**src/rtl/core/fcrt_pkg.sv**
```systemverilog
// ----------------------------------------------------------------------------
// fcrt_pkg: shared types and constants for the chunk reassembly tracker
// Verdict codes, header geometry, sentinel frame id and parameter defaults.
// ----------------------------------------------------------------------------
`default_nettype none

package fcrt_pkg;

	localparam int CHUNK_SLOTS_DEF  = 32;
	localparam int BUFFER_BYTES_DEF = 16384;

	localparam int STRIDE_W   = 15;
	localparam int FRAME_W    = 32;
	localparam int HALF_W     = 16;
	localparam int DGRAM_W    = 11;
	localparam int OFFSET_W   = 14;
	localparam int SIZE_OUT_W = 20;

	localparam logic [STRIDE_W-1:0]   STRIDE_RESET = 15'd1190;
	localparam logic [FRAME_W-1:0]    IDLE_FRAME   = 32'hFFFF_FFFF;
	localparam logic [DGRAM_W-1:0]    HDR_BYTES    = 11'd10;
	localparam logic [SIZE_OUT_W-1:0] SIZE_MAX     = 20'hF_FFFF;

	typedef enum logic [2:0] {
		VERDICT_OK        = 3'd0,
		VERDICT_SHORT     = 3'd1,
		VERDICT_BAD_TOTAL = 3'd2,
		VERDICT_BAD_INDEX = 3'd3,
		VERDICT_BAD_LEN   = 3'd4,
		VERDICT_DUP       = 3'd5,
		VERDICT_OVERFLOW  = 3'd6
	} verdict_t;

endpackage

`default_nettype wire

```
**src/rtl/core/frame_chunk_reassembly_tracker_unit.sv**
```systemverilog
// ----------------------------------------------------------------------------
// frame_chunk_reassembly_tracker_unit: per-frame chunk header tracker
// Validates chunk headers, tracks arrival of chunks of one frame in a bitmap,
// and reports buffer write offset and completed image size.
// ----------------------------------------------------------------------------
`default_nettype none

// Each request on the slave stream is one parsed chunk header; each produces
// exactly one result on the master stream. Throughput is one header per clock
// unless the master stalls: the header lands in an input register, and
// combinational check-and-update logic (an index-by-stride multiply for the
// offset, a count-by-stride multiply for the image size, an add and a compare
// against the buffer size) feeds the result register; the frame state is
// updated at the same edge. An accepted header moves on from the input
// register into the result register when it is empty or being drained;
// back-to-back requests give one result per clock while not stalled. When both
// registers are full, s_axis_tready follows m_axis_tready in the same cycle.
// Checks run in order: short datagram, bad total, bad index, bad length; then
// a new frame id restarts tracking (even if the chunk is later rejected as a
// duplicate or an overflow), then duplicate and buffer overflow. On the last
// missing chunk, tlast is raised with the image size and the tracked frame id
// falls back to the all-ones sentinel. Write chunk_stride only while idle.
module frame_chunk_reassembly_tracker_unit #(
	parameter int CHUNK_SLOTS  = fcrt_pkg::CHUNK_SLOTS_DEF,
	parameter int BUFFER_BYTES = fcrt_pkg::BUFFER_BYTES_DEF
) (
	input  wire logic        clk,
	input  wire logic        arst_n,
	// chunk_stride register
	input  wire logic        cfg_we,
	input  wire logic [14:0] cfg_wdata,
	// header requests
	input  wire logic        s_axis_tvalid,
	output logic             s_axis_tready,
	// [31:0] frame_id, [47:32] chunk_index, [63:48] chunk_total,
	// [79:64] chunk_length, [90:80] datagram_length, [95:91] zero
	input  wire logic [95:0] s_axis_tdata,
	// results
	output logic             m_axis_tvalid,
	input  wire logic        m_axis_tready,
	// [2:0] verdict, [16:3] write_offset, [36:17] image_size, [39:37] zero
	output logic [39:0]      m_axis_tdata,
	// frame_complete
	output logic             m_axis_tlast
);

	localparam int IDX_W  = (CHUNK_SLOTS > 1) ? $clog2(CHUNK_SLOTS) : 1;
	localparam int CNT_W  = $clog2(CHUNK_SLOTS + 1);
	localparam int OFF_W  = IDX_W + fcrt_pkg::STRIDE_W;
	localparam int BUF_W  = $clog2(BUFFER_BYTES + 1);
	localparam int CMP_W  = ((OFF_W + 1) > BUF_W) ? (OFF_W + 1) : BUF_W;
	localparam int PROD_W = CNT_W + fcrt_pkg::STRIDE_W;
	localparam int SIZE_W = ((PROD_W + 1) > 21) ? (PROD_W + 1) : 21;

	// configuration
	logic [fcrt_pkg::STRIDE_W-1:0] stride_q;

	// input stage
	logic                          valid_s1;
	logic [fcrt_pkg::FRAME_W-1:0]  frame_id_s1;
	logic [fcrt_pkg::HALF_W-1:0]   chunk_index_s1;
	logic [fcrt_pkg::HALF_W-1:0]   chunk_total_s1;
	logic [fcrt_pkg::HALF_W-1:0]   chunk_length_s1;
	logic [fcrt_pkg::DGRAM_W-1:0]  datagram_length_s1;

	// frame state
	logic [fcrt_pkg::FRAME_W-1:0]  tracked_q;
	logic [CNT_W-1:0]              expected_q;
	logic [CNT_W-1:0]              arrived_q;
	logic [CHUNK_SLOTS-1:0]        marks_q;

	// result stage
	logic                          valid_s2;
	fcrt_pkg::verdict_t            verdict_s2;
	logic [fcrt_pkg::OFFSET_W-1:0] offset_s2;
	logic                          complete_s2;
	logic [fcrt_pkg::SIZE_OUT_W-1:0] size_s2;

	// check-and-update logic
	logic                          advance;
	logic                          hdr_ok;
	logic                          new_frame;
	logic [IDX_W-1:0]              idx;
	logic [CHUNK_SLOTS-1:0]        marks_eff;
	logic [CHUNK_SLOTS-1:0]        marks_set;
	logic [CNT_W-1:0]              expected_eff;
	logic [CNT_W-1:0]              arrived_eff;
	logic [CNT_W-1:0]              arrived_inc;
	logic [OFF_W-1:0]              offset;
	logic [CMP_W-1:0]              end_byte;
	logic [PROD_W-1:0]             size_prod;
	logic [SIZE_W-1:0]             size_full;
	logic                          dup;
	logic                          overflow;
	logic                          take;
	logic                          done;
	fcrt_pkg::verdict_t            verdict;

	// Advance the result register when it is empty or being drained.
	assign advance       = !valid_s2 || m_axis_tready;
	assign s_axis_tready = !valid_s1 || advance;

	always_ff @(posedge clk or negedge arst_n) begin
		if (!arst_n) begin
			stride_q <= fcrt_pkg::STRIDE_RESET;
		end else if (cfg_we) begin
			stride_q <= cfg_wdata;
		end
	end

	// Input register: capture a header whenever the stage is free or moving.
	always_ff @(posedge clk or negedge arst_n) begin
		if (!arst_n) begin
			valid_s1 <= 1'b0;
		end else if (s_axis_tready) begin
			valid_s1 <= s_axis_tvalid;
		end
	end

	always_ff @(posedge clk) begin
		if (s_axis_tready && s_axis_tvalid) begin
			frame_id_s1        <= s_axis_tdata[31:0];
			chunk_index_s1     <= s_axis_tdata[47:32];
			chunk_total_s1     <= s_axis_tdata[63:48];
			chunk_length_s1    <= s_axis_tdata[79:64];
			datagram_length_s1 <= s_axis_tdata[90:80];
		end
	end

	always_comb begin
		// Header checks, in priority order; bad index also bounds idx below.
		verdict = fcrt_pkg::VERDICT_OK;
		hdr_ok  = 1'b0;
		if (datagram_length_s1 < fcrt_pkg::HDR_BYTES) begin
			verdict = fcrt_pkg::VERDICT_SHORT;
		end else if (chunk_total_s1 == '0
		             || chunk_total_s1 > fcrt_pkg::HALF_W'(CHUNK_SLOTS)) begin
			verdict = fcrt_pkg::VERDICT_BAD_TOTAL;
		end else if (chunk_index_s1 >= chunk_total_s1) begin
			verdict = fcrt_pkg::VERDICT_BAD_INDEX;
		end else if (chunk_length_s1 == '0
		             || (17'(fcrt_pkg::HDR_BYTES) + 17'(chunk_length_s1))
		                > 17'(datagram_length_s1)) begin
			verdict = fcrt_pkg::VERDICT_BAD_LEN;
		end else begin
			hdr_ok = 1'b1;
		end

		// A different frame id restarts tracking from this header's total.
		new_frame    = frame_id_s1 != tracked_q;
		marks_eff    = new_frame ? '0 : marks_q;
		expected_eff = new_frame ? CNT_W'(chunk_total_s1) : expected_q;
		arrived_eff  = new_frame ? '0 : arrived_q;

		idx       = chunk_index_s1[IDX_W-1:0];
		dup       = marks_eff[idx];
		marks_set = marks_eff | (CHUNK_SLOTS'(1) << idx);
		offset    = OFF_W'(idx) * OFF_W'(stride_q);
		end_byte  = CMP_W'(offset) + CMP_W'(chunk_length_s1);
		overflow  = end_byte > CMP_W'(BUFFER_BYTES);

		if (hdr_ok) begin
			if (dup) begin
				verdict = fcrt_pkg::VERDICT_DUP;
			end else if (overflow) begin
				verdict = fcrt_pkg::VERDICT_OVERFLOW;
			end
		end
		take = hdr_ok && !dup && !overflow;

		arrived_inc = arrived_eff + CNT_W'(1);
		done        = take && (arrived_inc == expected_eff);

		// Image size: full chunks before the last one plus the completing chunk's length.
		size_prod = PROD_W'(expected_eff - CNT_W'(1)) * PROD_W'(stride_q);
		size_full = SIZE_W'(size_prod) + SIZE_W'(chunk_length_s1);
	end

	// Frame state: update only when a header that passes the header checks moves into the result stage.
	always_ff @(posedge clk or negedge arst_n) begin
		if (!arst_n) begin
			tracked_q  <= fcrt_pkg::IDLE_FRAME;
			expected_q <= '0;
			arrived_q  <= '0;
			marks_q    <= '0;
		end else if (valid_s1 && advance && hdr_ok) begin
			if (done) begin
				tracked_q <= fcrt_pkg::IDLE_FRAME;
			end else begin
				tracked_q <= frame_id_s1;
			end
			expected_q <= expected_eff;
			if (take) begin
				arrived_q <= arrived_inc;
				marks_q   <= marks_set;
			end else begin
				arrived_q <= arrived_eff;
				marks_q   <= marks_eff;
			end
		end
	end

	// Result register.
	always_ff @(posedge clk or negedge arst_n) begin
		if (!arst_n) begin
			valid_s2 <= 1'b0;
		end else if (advance) begin
			valid_s2 <= valid_s1;
		end
	end

	always_ff @(posedge clk) begin
		if (advance && valid_s1) begin
			verdict_s2  <= verdict;
			offset_s2   <= take ? offset[fcrt_pkg::OFFSET_W-1:0] : '0;
			complete_s2 <= done;
			if (!done) begin
				size_s2 <= '0;
			end else if (size_full > SIZE_W'(fcrt_pkg::SIZE_MAX)) begin
				size_s2 <= fcrt_pkg::SIZE_MAX;
			end else begin
				size_s2 <= size_full[fcrt_pkg::SIZE_OUT_W-1:0];
			end
		end
	end

	assign m_axis_tvalid = valid_s2;
	assign m_axis_tlast  = complete_s2;
	assign m_axis_tdata  = {3'b000, size_s2, offset_s2, verdict_s2};

endmodule

`default_nettype wire
```
**config.mk**
```make
export PLATFORM = sky130hd
export DESIGN_NAME = frame_chunk_reassembly_tracker_unit
export DESIGN_NICKNAME = d
export VERILOG_FILES = /design/src/rtl/core/fcrt_pkg.sv /design/src/rtl/core/frame_chunk_reassembly_tracker_unit.sv
export SDC_FILE = /design/constraint.sdc
export NUM_CORES = 1
export LEC_CHECK = 0
export BUFFER_PORTS_ARGS = -buffer_cell sky130_fd_sc_hd__buf_4
export CAP_MARGIN = 5
export CORE_MARGIN = 1.5
export CORE_UTILIZATION = 60
export CTS_CLUSTER_SIZE = 10
export DETAILED_ROUTE_END_ITERATION = 10
export HOLD_SLACK_MARGIN = 0.05
export PLACE_DENSITY = 0.8
export SLEW_MARGIN = 20
export SYNTH_ARGS = -nofsm -noshare
export SYNTH_HDL_FRONTEND = slang
export SYNTH_SLANG_ARGS = --single-unit
```
**constraint.sdc**
```tcl
create_clock -name clk -period 10.8 [get_ports clk]
set_clock_uncertainty 0.05 [all_clocks]
set_input_delay 1.08 -clock clk [delete_from_list [all_inputs] [get_ports clk]]
set_output_delay 1.08 -clock clk [all_outputs]
set_load 0.005 [all_outputs]
```
==> reports/metrics.cfg, run 1 <==
[cts]
ctsHtreeMaxLevel = 1
ctsHoldBuffers = 0
cts.repair.resized = 0
cts_root_buffer = clkbuf_16
clock-sinks = 222
clkTransAtPathRegs_ns = 0.06
insertion_delay_ns = 0.56
cts_tree = yes
post_cts_buffers = 0
cts_buffers = 27
cts_max_path_buffers = 3

[sta]
hold_violations = 0
rsz0062_at_grt = no
drv_slew = 0
max_freq_mhz = 98.0
slew_headroom_pct = 22.3
hold_slack_ns = 0.434
tightest_slew_ns = 1.16
final.setup.tns_ns = 0
finalSetupViolCount = 0
fin_ws_ns = 0.599
finalCritPeriodShare_pct = 94.5
min_period_ns = 10.20

[critical_path]
path_delay_family = simple AND/OR/NAND/NOR gates
crit_fanout = 18
critPathKind = reg -> reg
end_kind = flip-flop
slowest_stage = dfstp_2
startpoint_type = flip-flop
crit_path_max_incr_delay_ns = 0.54
crit_arrival_ns = 10.40
r2r-start = tracked_q[0]$_DFFE_PN1P_
cp-startpoint = tracked_q[0]$_DFFE_PN1P_
cp.required_ns = 11.00
cp_num_buf_inv = 5

[placed_design]
portBuffers = 150
pre_cts_ws_ns = 0.636
dpl_cell_area_um2 = 19300
placed_cells = 2303
place_congestion = 0.918
dp_hpwl_mm = 30.1

[logic_synthesis]
yosysSeqAreaShare_pct = 34.8
ys_seq_elements = 222
synth-async-reset-ratio_pct = 41.9
synthFlopType = edfxtp_1
syn_area_um2 = 17900
ys.warnings.count = 0
ys_types = 85
synth_area_leaders = edfxtp_1 (22%), fa_1 (12%), ha_1 (9.8%)
synth_top_cell_area_share_pct = 21.6
synth_edf_count = 129
synthCells = 1819
avgSynthCellArea_um2 = 9.86
yosys.area.top_type = edfxtp_1

[detailed_routing]
num_vias = 13500
vias_per_cell = 5.74
drt-total-wl_mm = 40.5
final_antenna_net_count = 0
wire_per_inst_um = 17.2
firstDrtPassIters = 6
initialDrtViolationCount = 827
drc = 0

[run]
drv_cap = 0

[final_layout]
finalNonFillerCells = 2353
final_cell_mix = inv_1 (228), buf_4 (165), nand2_1 (161), ha_1 (140), edfxtp_1 (129)
nets = 2304
areaGrowthSynthToFinish_pct = 12.6
design_area_um2 = 20200
n_antenna_cell = 0
final_common_cell = inv_1
drive_gt1_share_pct = 15.9

[floorplan]
die_h_um = 176
die_area_um2 = 30900
die-width_um = 176
row_count = 63
start_util_pct = 60.7
core_area_um2 = 29600
top_level_ports = 159

[power_and_ir_drop]
peakVddDrop_mv = 0.168
leakage_nw = 9.07
p_per_area_nw_per_um2 = 252

[hold_path]
hp-start = marks_q[24]$_DFFE_PN0P_
hp-class = reg -> reg

[grt]
antenna_found_initial = 0
grt_max_degree = 92
overflow = 0
grt_pass1_vias = 13900
grt_usage_pct = 26.8
grt_pass1_wl_mm = 66.8

[run_status]
status = finished, final reports clean

-- flip-flops by register name (all words and copies together) (netlist names) --
register	count
expected_q	6
m_axis_tlast	1
tracked_q	32
chunk_index_s1	16
frame_id_s1	32
m_axis_tvalid	1
size_s2	20
arrived_q	6
stride_q	15
chunk_total_s1	16
chunk_length_s1	16
datagram_length_s1	11
marks_q	32
offset_s2	14
verdict_s2	3
valid_s1	1
-- worst paths after layout --
| check | to | slack (ns) | cells after the start |
|---|---|---|---|
| worst max register to register | size_s2[4]$_SDFFCE_PN0P_ | 0.60 | 35 |
| min in group asynchronous | arrived_q[5]$_DFFE_PN0P_ | 0.47 | 1 |
| max in group asynchronous | arrived_q[2]$_DFFE_PN0P_ | 9.08 | 2 |
| worst max-delay path | size_s2[4]$_SDFFCE_PN0P_ | 0.60 | 35 |
| worst min register to register | marks_q[24]$_DFFE_PN0P_ | 0.43 | 2 |
| worst min-delay path | marks_q[24]$_DFFE_PN0P_ | 0.43 | 2 |
-- per-layer routing --
| metal | vias to the layer above | GRT usage, % | wire length (µm) |
|---|---|---|---|
| li1 | 6434 | - | - |
| met1 | 6564 | 32.5 | 16300 |
| met2 | 416 | 49.2 | 20700 |
| met3 | 102 | 3.59 | 2170 |
| met4 | 0 | 8.55 | 1270 |
| met5 | - | 0 | 0 |
-- kinds of logic after synthesis --
kind of cell | after synthesis | share of synthesized area [%]
buf+inv | 302 | 6.62
fa+ha+maj | 246 | 21.6
simple gates | 570 | 16.0
mux | 35 | 2.35
flops | 222 | 34.8
compound gates | 338 | 13.4
other cells | 1 | 0.0209
xor+xnor | 105 | 5.13
-- power by group --
group	switching (mW)	total (mW)	leakage (nW)	internal, mW
sequential	0.0489	0.995	2.37	0.946
clock	0.343	0.861	0.405	0.519
combinational	1.87	3.24	6.30	1.36
total	2.27	5.09	9.07	2.83
-- metrics by stage --
step,power [mW],util (%)
floorplan,3.54,-
global placement,4.09,65.4
detailed placement,4.19,65.4
CTS,5.08,68.3
global route,5.52,68.3
finish,5.09,68.3
-- worst register-to-register path, delay by kind of cell (launching register included) --
kind                     cells  cell delay, ns
flip-flops                   1            0.54
adder cells (fa/ha/maj)      7            2.90
AND/OR/NAND/NOR             12            3.35
XOR/XNOR                     2            0.23
multiplexers                 1            0.47
AO/OA/AOI/OAI                8            1.94
buffers and inverters        5            0.44
-- final cells by class --
cell class,instances,area [µm²]
clock buffer,47,792
tap,390,488
inverter,228,856
multi-input combinational,1297,10500
fill,2240,9370
timing repair buffer,166,1250
clock inverter,3,53.8
sequential,222,6250
-- cell usage after synthesis, types with 13 or more instances --
library cell  number
inv_1            228
nand2_1          161
ha_1             140
edfxtp_1         129
nor2_1           120
and2_1           107
fa_1             106
a21oi_1           83
xnor2_1           77
dfrtp_1           56
clkbuf_1          51
o21ai_0           47
dfstp_2           37
o21ai_1           34
nand3_1           31
a31oi_2           29
xor2_1            28
nor3_1            27
a21o_1            26
nand4_1           25
nor2b_1           23
nand2b_1          18
o21a_1            18
mux2_2            17
mux2i_1           14
o211ai_1          13
Note: power is estimated with default switching activity, not from simulation.
==> inputs of run 2 (changes only) <==
--- a/config.mk
+++ b/config.mk
@@ -5,14 +5,14 @@
 export SDC_FILE = /design/constraint.sdc
 export NUM_CORES = 1
 export LEC_CHECK = 0
-export BUFFER_PORTS_ARGS = -buffer_cell sky130_fd_sc_hd__buf_4
 export CAP_MARGIN = 5
 export CORE_MARGIN = 1.5
 export CORE_UTILIZATION = 60
 export CTS_CLUSTER_SIZE = 10
 export DETAILED_ROUTE_END_ITERATION = 10
+export DONT_BUFFER_PORTS = 1
 export HOLD_SLACK_MARGIN = 0.05
-export PLACE_DENSITY = 0.8
+export PLACE_DENSITY = 0.76
 export SLEW_MARGIN = 20
 export SYNTH_ARGS = -nofsm -noshare
 export SYNTH_HDL_FRONTEND = slang
==> constraint.sdc (replaced) <==
create_clock -name clk -period 13 [get_ports clk]
set_clock_uncertainty 0.05 [all_clocks]
set_input_delay 1.3 -clock clk [delete_from_list [all_inputs] [get_ports clk]]
set_output_delay 1.3 -clock clk [all_outputs]
set_load 0.005 [all_outputs]
==> run 2 against run 1 <==
  * First-iteration DRC count down 9.7%
  * Largest power group unchanged
  * Largest cell class unchanged
  * Sequential power shrank 17%
  * Count of clock-buffer cells in the layout is the same
  * Via count fell by 3.4%
  * Power is 18% lower
==> reports/metrics.cfg, run 2 (same netlist as run 1, synthesis figures left out) <==
[cts]
ctsHtreeMaxLevel = 1  ; unchanged
cts_tree = yes  ; unchanged
clkTransAtPathRegs_ns = 0.06  ; about the same
ctsHoldBuffers = 0  ; unchanged
insertion_delay_ns = 0.56  ; about the same
cts_buffers = 27  ; unchanged
post_cts_buffers = 0  ; unchanged
cts_root_buffer = clkbuf_16  ; unchanged
clock-sinks = 222  ; unchanged
cts.repair.resized = 0  ; unchanged
cts_max_path_buffers = 3  ; unchanged

[sta]
min_period_ns = 10.60  ; was 10.20 ns
finalCritPeriodShare_pct = 81.5  ; was 94.5%
hold_violations = 0  ; unchanged
final.setup.tns_ns = 0  ; unchanged
fin_ws_ns = 2.40  ; was 0.599 ns
rsz0062_at_grt = no  ; unchanged
max_freq_mhz = 94.4  ; was 98.0 MHz
tightest_slew_ns = 1.10  ; was 1.16 ns
drv_slew = 0  ; unchanged
slew_headroom_pct = 26.9  ; was 22.3%
finalSetupViolCount = 0  ; unchanged

[placed_design]
portBuffers = 0  ; was 150
pre_cts_ws_ns = 2.52  ; was 0.636 ns
dp_hpwl_mm = 29.6  ; was 30.1 mm
place_congestion = 0.904  ; was 0.918

[power_and_ir_drop]
p_sw_mw = 1.87  ; was 2.27 mW
p_per_area_nw_per_um2 = 220  ; was 252 nW/µm²
p_clk_share_pct = 16.9  ; about the same
pwr-share-comb_pct = 63.3  ; was 63.5%
switching_share_pct = 44.8  ; was 44.5%
internal_power_mw = 2.31  ; was 2.83 mW
leakage_nw = 8.33  ; was 9.07 nW
peakVddDrop_mv = 0.149  ; was 0.168 mV
p_seq_share_pct = 19.8  ; was 19.5%

[final_layout]
reg_top3 = frame_id_s1: 32 flops, marks_q: 32 flops, tracked_q: 32 flops  ; unchanged
post-route-util_pct = 64.4  ; was 68.3%
final_common_cell = inv_1  ; unchanged
drive_gt1_share_pct = 8.89  ; was 15.9%
areaGrowthSynthToFinish_pct = 6.19  ; was 12.6%
nets = 2153  ; was 2304
final_cell_mix = inv_1 (228), nand2_1 (161), ha_1 (140), edfxtp_1 (129), nor2_1 (120)  ; was inv_1 (228), buf_4 (165), nand2_1 (161), ha_1 (140), edfxtp_1 (129)

[critical_path]
rrSetupSlack_ns = 2.40  ; was 0.60 ns
crit_arrival_ns = 10.81  ; was 10.40 ns
cp.required_ns = 13.21  ; was 11.00 ns
slowest_stage = and2_1  ; was dfstp_2
regToRegEndpoint = size_s2[8]$_SDFFCE_PN0P_  ; was size_s2[4]$_SDFFCE_PN0P_
startpoint_type = flip-flop  ; unchanged
crit_path_max_incr_delay_ns = 0.59  ; was 0.54 ns
reg2regPathDepth = 35  ; unchanged
crit_fanout = 18  ; unchanged
critPathKind = reg -> reg  ; unchanged
end_kind = flip-flop  ; unchanged
r2r-start = tracked_q[31]$_DFFE_PN1P_  ; was tracked_q[0]$_DFFE_PN1P_

[detailed_routing]
firstDrtPassIters = 5  ; was 6
top_layer_used = met4  ; unchanged
met2WireLength_mm = 20.3  ; was 20.7 mm
final_antenna_net_count = 0  ; unchanged
wl_met1_mm = 15.8  ; was 16.3 mm
drc = 0  ; unchanged
initialDrtViolationCount = 747  ; was 827
wire_per_inst_um = 18.0  ; was 17.2 µm
num_vias = 13100  ; was 13.5k
wl_met3_mm = 2.19  ; was 2.17 mm
vias_per_cell = 5.92  ; was 5.74
drt-total-wl_mm = 39.7  ; was 40.5 mm

[floorplan]
die_h_um = 176  ; unchanged
core_area_um2 = 29600  ; unchanged
die_area_um2 = 30900  ; unchanged
die-width_um = 176  ; unchanged
row_count = 63  ; unchanged
top_level_ports = 159  ; unchanged
start_util_pct = 60.7  ; unchanged

[grt]
overflow = 0  ; unchanged
grt_usage_pct = 26.4  ; was 26.8%
antenna_found_initial = 1  ; was 0
grt_max_degree = 94  ; was 92
grt_pass1_wl_mm = 65.7  ; was 66.8 mm
grt_pass1_vias = 13300  ; was 13.9k

[hold_path]
hp-class = in -> async  ; was reg -> reg

[run]
drv_cap = 0  ; unchanged

[run_status]
status = finished, final reports clean  ; unchanged

==> run 2: worst max-delay path: cells and delay by family, from the launching register on <==
family | cells | cell delay (ns)
and+or+nand+nor | 12 | 3.52
adders and majority gates | 7 | 2.92
AOI/OAI and AO/OA | 8 | 2.06
DFF | 1 | 0.53
muxes | 1 | 0.48
buffers and inverters | 5 | 0.42
xor gates and xnor gates | 2 | 0.24
==> run 2: per-layer routing <==
layer	track usage [%]	vias up
li1	-	6153
met1	32.2	6373
met2	47.6	432
met3	3.85	92
met4	9.54	0
met5	0	-
==> run 2: layout make-up <==
cell class	instances	area, µm²
Fill cell	2349	10500
Multi-Input combinational cell	1297	10500
Sequential cell	222	6250
Inverter	228	856
Clock buffer	47	771
Tap cell	390	488
Timing Repair Buffer	15	113
Clock inverter	3	55.1
Antenna cell	1	2.50
==> run 2: how the worst max path moves through the flow <==
| stage | from | cells after the start | to |
|---|---|---|---|
| 6_report | tracked_q[31]$_DFFE_PN1P_ | 35 | size_s2[8]$_SDFFCE_PN0P_ |
| 5_1_grt | tracked_q[31]$_DFFE_PN1P_ | 35 | size_s2[11]$_SDFFCE_PN0P_ |
| 4_1_cts | tracked_q[31]$_DFFE_PN1P_ | 35 | size_s2[8]$_SDFFCE_PN0P_ |
| 3_5_place_dp | tracked_q[31]$_DFFE_PN1P_ | 35 | size_s2[0]$_SDFFCE_PN0P_ |
| 3_3_place_gp | tracked_q[17]$_DFFE_PN1P_ | 35 | size_s2[0]$_SDFFCE_PN0P_ |
| 2_1_floorplan | tracked_q[15]$_DFFE_PN1P_ | 35 | size_s2[10]$_SDFFCE_PN0P_ |
==> run 2: through the flow <==
step	cell area, µm²	hold slack (ns)	std cells	power (mW)
3_3_place_gp	18200	0.411	2152	3.38
3_5_place_dp	18200	0.424	2152	3.43
2_1_floorplan	17900	0.395	1821	2.94
4_1_cts	19000	0.364	2202	4.18
6_report	19000	0.385	2203	4.18
5_1_grt	19000	0.370	2203	4.52
==> run 2: power by group through the flow <==
stage          Combinational [mW]  Clock, mW  Sequential (mW)
3_5_place_dp                 2.59          0            0.840
6_report                     2.65      0.707            0.827
4_1_cts                      2.63      0.723            0.827
5_1_grt                      2.95      0.745            0.831
3_3_place_gp                 2.54          0            0.840
2_1_floorplan                2.12          0            0.817
